--- src/sv/dsd_pkg.sv ---
// Package for the depth sort by distance unit.
// Holds widths, capacity constants and register index codes; no dependencies.
package dsd_pkg;

	localparam int MAX_OBJECTS = 64;
	localparam int COORD_W     = 24;
	localparam int DIFF_W      = COORD_W + 1;
	localparam int DIST_W      = 50;
	localparam int INDEX_W     = 6;
	localparam int CFG_IDX_W   = 2;
	localparam int ADDR_W      = $clog2(MAX_OBJECTS);
	localparam int CNT_W       = $clog2(MAX_OBJECTS + 1);

	typedef logic signed [COORD_W-1:0] coord_t;
	typedef logic [DIST_W-1:0]         dist_t;
	typedef logic [ADDR_W-1:0]         addr_t;
	typedef logic [CNT_W-1:0]          cnt_t;

	typedef enum logic [CFG_IDX_W-1:0] {
		CFG_VIEWER_X = 2'd0,
		CFG_VIEWER_Y = 2'd1,
		CFG_VIEWER_Z = 2'd2
	} cfg_idx_t;

endpackage

--- src/sv/dsd_dist.sv ---
// Squared distance pipeline: difference, square, sum in three register stages.
// Depends on dsd_pkg.
module dsd_dist (
	input  logic           clk,
	input  logic           arst_n,
	input  logic           in_valid,
	input  dsd_pkg::coord_t viewer_x,
	input  dsd_pkg::coord_t viewer_y,
	input  dsd_pkg::coord_t viewer_z,
	input  dsd_pkg::coord_t obj_x,
	input  dsd_pkg::coord_t obj_y,
	input  dsd_pkg::coord_t obj_z,
	output logic           out_valid,
	output dsd_pkg::dist_t dist_sq
);
	import dsd_pkg::*;

	logic signed [DIFF_W-1:0] dx_s1, dy_s1, dz_s1;
	dist_t sqx_s2, sqy_s2, sqz_s2;
	dist_t sum_s3;
	logic  vld_s1, vld_s2, vld_s3;

	always_ff @(posedge clk or negedge arst_n) begin
		if (!arst_n) begin
			vld_s1 <= 1'b0;
			vld_s2 <= 1'b0;
			vld_s3 <= 1'b0;
		end else begin
			vld_s1 <= in_valid;
			vld_s2 <= vld_s1;
			vld_s3 <= vld_s2;
		end
	end

	always_ff @(posedge clk) begin
		dx_s1  <= DIFF_W'(viewer_x) - DIFF_W'(obj_x);
		dy_s1  <= DIFF_W'(viewer_y) - DIFF_W'(obj_y);
		dz_s1  <= DIFF_W'(viewer_z) - DIFF_W'(obj_z);
		// square of a 25-bit value fits in 50 bits and is never negative
		sqx_s2 <= dist_t'(dx_s1 * dx_s1);
		sqy_s2 <= dist_t'(dy_s1 * dy_s1);
		sqz_s2 <= dist_t'(dz_s1 * dz_s1);
		sum_s3 <= sqx_s2 + sqy_s2 + sqz_s2;
	end

	assign out_valid = vld_s3;
	assign dist_sq   = sum_s3;

endmodule

--- config.mk ---
export PLATFORM = sky130hd
export DESIGN_NAME = dsd_dist
export DESIGN_NICKNAME = d
export VERILOG_FILES = /design/src/sv/dsd_pkg.sv /design/src/sv/dsd_dist.sv
export SDC_FILE = /design/constraint.sdc
export NUM_CORES = 2
export LEC_CHECK = 0
export ABC_CLOCK_PERIOD_IN_PS = 9840
export BUFFER_PORTS_ARGS = -buffer_cell sky130_fd_sc_hd__buf_4
export CORE_MARGIN = 5
export CORE_UTILIZATION = 60
export DETAILED_ROUTE_END_ITERATION = 6
export GPL_ROUTABILITY_DRIVEN = 0
export GPL_TIMING_DRIVEN = 1
export PLACE_DENSITY_LB_ADDON = 0.08
export SYNTH_ARGS = -nofsm -noshare
export SYNTH_HDL_FRONTEND = slang
export SYNTH_SLANG_ARGS = --single-unit
--- constraint.sdc ---
create_clock -name clk -period 9.84 [get_ports clk]
set_clock_uncertainty 0.1 [all_clocks]
set_input_delay 0 -clock clk [delete_from_list [all_inputs] [get_ports clk]]
set_output_delay 0 -clock clk [all_outputs]
set_load 0.005 [all_outputs]
# After elaboration in Yosys (flattened, before gate mapping)
# Cells that the tools add are included.
# op_classes
n_addsub	5
multipliers	3
# op_table
operator	n
$mul A25 B25 Y50	3
$add A50 B50 Y50	2
$sub A24 B24 Y25	3
# totals
register_bits	278
input_bits	147
output_inout_bits	51
word_cells	18

# Longest topological paths before layout
# logic_depth
depth_word	2
ltp_mapped	29
ltp_nobuf	27

# Worst setup path before layout
# No wires, ideal clock.
# synth_path
path_kind	register -> register
startpoint	register dx_s1[24]
endpoint	register sqx_s2[48]
setup_time_ns	0.062
t_arrival_ns	7.352
t_required_ns	9.678
setup_slack_ns	2.326
stages_incl_launch_ff	25
path_buffers	2
period_less_slack_ns	7.514
cell_sequence	dfxtp_1 clkbuf_1 buf_1 nand2_1 inv_1 fa_1 fa_1 inv_1 fa_1 inv_1 fa_1 fa_1 fa_1 fa_1 ha_1 a21o_1 a21o_1 a21o_1 a21o_1 a21o_1 or4_4 a21oi_2 nor3_2 or4_1 nand3_1
# synth_via
elab_chain_cells	1
# synth_rtl
item	line	rtl
from (decl)	dsd_dist.sv:18	logic signed [DIFF_W-1:0] dx_s1, dy_s1, dz_s1;
from (signal assigned)	dsd_dist.sv:36	dx_s1 <= DIFF_W'(viewer_x) - DIFF_W'(obj_x);
$mul A25 B25 Y50	dsd_dist.sv:40	sqx_s2 <= dist_t'(dx_s1 * dx_s1);
to (signal assigned)	dsd_dist.sv:40	
to (decl)	dsd_dist.sv:19	dist_t sqx_s2, sqy_s2, sqz_s2;
# No other way between the ends.

# Worst setup path after layout
# layout_path
startpoint	register dx_s1[1]
endpoint	register sqx_s2[48]
# Same word-level chain as after synthesis.

==> out/metrics.cfg <==
[clocking]
numClockSinks=275
cts_tree=done
cts_buffers=38
postCtsSetupBuffers=0
cts_root_buf=clkbuf_16
clockBufferDepth=3
cts_max_level=2
cts.reportedPaths.clkPinSlew_ns=0.06
cts_resized=0
clock_latency_ns=0.65

[route]
avgRoutedWirePerCell_um=18.44
drc=1
route.final.wire_length_um=179400
vias_per_cell=5.298
antenna_left=0
dr.pass1.iters=7
drtIter0Drc=2997
vias=51550

[timing]
slew_viol_final=0
fin_crit_sh_pct=84.55
setup_violations=0
tns_ns=0
slew_headroom_pct=20.65
worst_pin_slew_ns=1.189
rsz0062_at_grt=no
finalHoldViolCount=0
max_freq_mhz=120.2
min_period_ns=8.320

[run_status]
outcome=finished with violations
violations=design-rule violations

[synth]
synthFlopType=dfxtp_1
yosys_warnings=0
synth_area_leaders=fa_1 (50%), inv_1 (11%), ha_1 (9.7%)
synth_edf_count=0
synth.distinct_cells=84
synth_top_area_share_pct=50.39
syn_inst=7733
yosysSeqAreaShare_pct=7.423
syn_area_mm2=0.07437
synth_seq_cells=275
ys_async_sr_fraction_pct=1.091
synth_top_cell_by_area=fa_1
syn_avg_cell_area_um2=9.617

[setup_path]
cp_cell_sequence=nand2_1 > inv_1 > fa_1 > fa_1 > inv_1 > fa_1 > inv_1 > fa_1 > fa_1 > fa_1 > fa_1 > ha_1 > a21o_1 > a21o_1 > a21o_1 > a21o_1 > a21o_1 > or4_4 > a21oi_2 > nor3_2 > or4_1 > nand3_1
worstRegToRegCells=22
worstPathMaxFanout=28
cp_top_family=adder cells
slowest_stage=dfxtp_1
crit_arrival_ns=8.76
critPathMostFrequentCell=fa_1
critPathBufInv=3
cp.depth=22
slowest_delay_ns=1.11
worstSetupPathType=reg -> reg
cp-start-kind=register
end_kind=register
worstPathRequired_ns=10.29

[die]
die-width_um=362.1
die_y_um=362.1
rows=129
ioPinCount=198
core-area_mm2=0.1235
dieArea_mm2=0.1311
initial_core_util_pct=60.23

[finish]
syn2layout_area_growth_pct=9.392
final_common_cell=inv_1
final_cell_mix=inv_1 (2224), fa_1 (1872), nand2_1 (620), ha_1 (577), and2_1 (361)
drive_gt1_share_pct=4.684
fin_nets=10660

[worst_hold_path]
worstHoldPathType=in -> reg
whs_path_depth=6

[grt]
grt_first_pass_wirelength_um=299100
grt_max_degree=38
overflow=0
grt_pass1_vias=57620
antenna_found_initial=3
grt_usage_pct=28.68

[job]
cap_violations=0

[placement]
hpwl_um=151400
io_buffers=197

==> path summary, 6_finish.rpt <==
| path | from | end | slack (ns) |
|---|---|---|---|
| worst max register to register | dx_s1[1] | sqx_s2[48] | 1.52 |
| max in group asynchronous | arst_n | vld_s1 | 9.35 |
| min in group asynchronous | arst_n | out_valid | 0.14 |
| worst min-delay path | obj_y[10] | dy_s1[11] | 0.06 |
| worst max-delay path | dx_s1[1] | sqx_s2[48] | 1.52 |
| worst min register to register | vld_s2 | out_valid | 0.26 |
==> per-stage QoR <==
step | cells | util, % | setup WS (ns) | hold slack [ns] | cell area [µm²]
2_1_floorplan | 7735 | - | 2.326 | -0.3956 | 74370
3_3_place_gp | 9426 | 62.85 | 1.693 | -0.3125 | 77610
3_5_place_dp | 9426 | 62.85 | 1.615 | -0.3065 | 77610
4_1_cts | 9729 | 65.88 | 1.532 | 0.008559 | 81350
5_1_grt | 9729 | 65.88 | 1.148 | 0.09977 | 81350
6_report | 9730 | 65.88 | 1.520 | 0.05673 | 81350
==> layout make-up <==
cell class                      count  area, µm²
Clock inverter                     23      347.8
Antenna cell                        1      2.502
Tap cell                         1637       2048
Sequential cell                   275       5520
Clock buffer                       46       1052
Multi-Input combinational cell   5021      59670
Inverter                         2224       8348
Fill cell                       10120      42120
Timing Repair Buffer              503       4362
==> sequential cells by signal, indices dropped and copies added (netlist names) <==
name and cells:
sqx_s2 49, dy_s1 25, out_valid 1, dx_s1 25, vld_s1 1, dist_sq 50, dz_s1 25, sqy_s2 49
sqz_s2 49, vld_s2 1
==> cell usage after synthesis (24+ instances only) <==
cell	n
nor2b_1	89
nand2b_1	45
nand2_1	620
nand3_1	59
dfxtp_1	272
ha_1	577
o21ai_0	116
xor2_1	81
a21o_1	152
nor2_1	196
o21a_1	35
fa_1	1872
and3_1	31
nand4_1	27
xnor2_1	209
nor3_1	35
a31oi_1	29
o21bai_1	35
inv_1	2224
a21oi_1	207
a211oi_1	24
and2_1	361
clkbuf_1	209
==> what timing repair did <==
| item | in CTS | in global routing |
|---|---|---|
| hold endpoints to repair | 79 | 0 |
| hold buffers | 234 | 0 |
| setup endpoints to repair | 0 | 0 |
==> kinds of logic (layout without fill, tap and decap cells) <==
family | Yosys count | after routing | synth area share (%)
AO/OA/AOI/OAI | 737 | 737 | 6.491
XOR/XNOR | 290 | 290 | 3.415
adder cells (fa/ha/maj) | 2449 | 2449 | 60.10
buffers and inverters | 2439 | 2796 | 12.35
flip-flops | 275 | 275 | 7.423
multiplexers | 9 | 9 | 0.1262
other | 1 | 4 | 0.005043
AND/OR/NAND/NOR | 1533 | 1533 | 10.09
==> layer usage <==
layer  track usage (%)  wire length [µm]  vias to the layer above
li1                  -                 -                    23410
met1             39.43             75460                    26460
met2             48.57             88390                     1403
met3             4.245             11040                      280
met4             6.951              4503                        0
met5                 0                 0                        -
==> worst register-to-register path: cells and delay by family, from the launching register on <==
family	cells	cell delay [ns]
adder cells (fa/ha/maj)	8	4.03
flip-flops	1	1.11
AND/OR/NAND/NOR	5	1.43
AO/OA/AOI/OAI	6	1.14
buffers and inverters	3	0.42
Power is left out: the tool's default activity adds up to more than one toggle a clock period on the data nets, which glitch-free logic cannot reach.
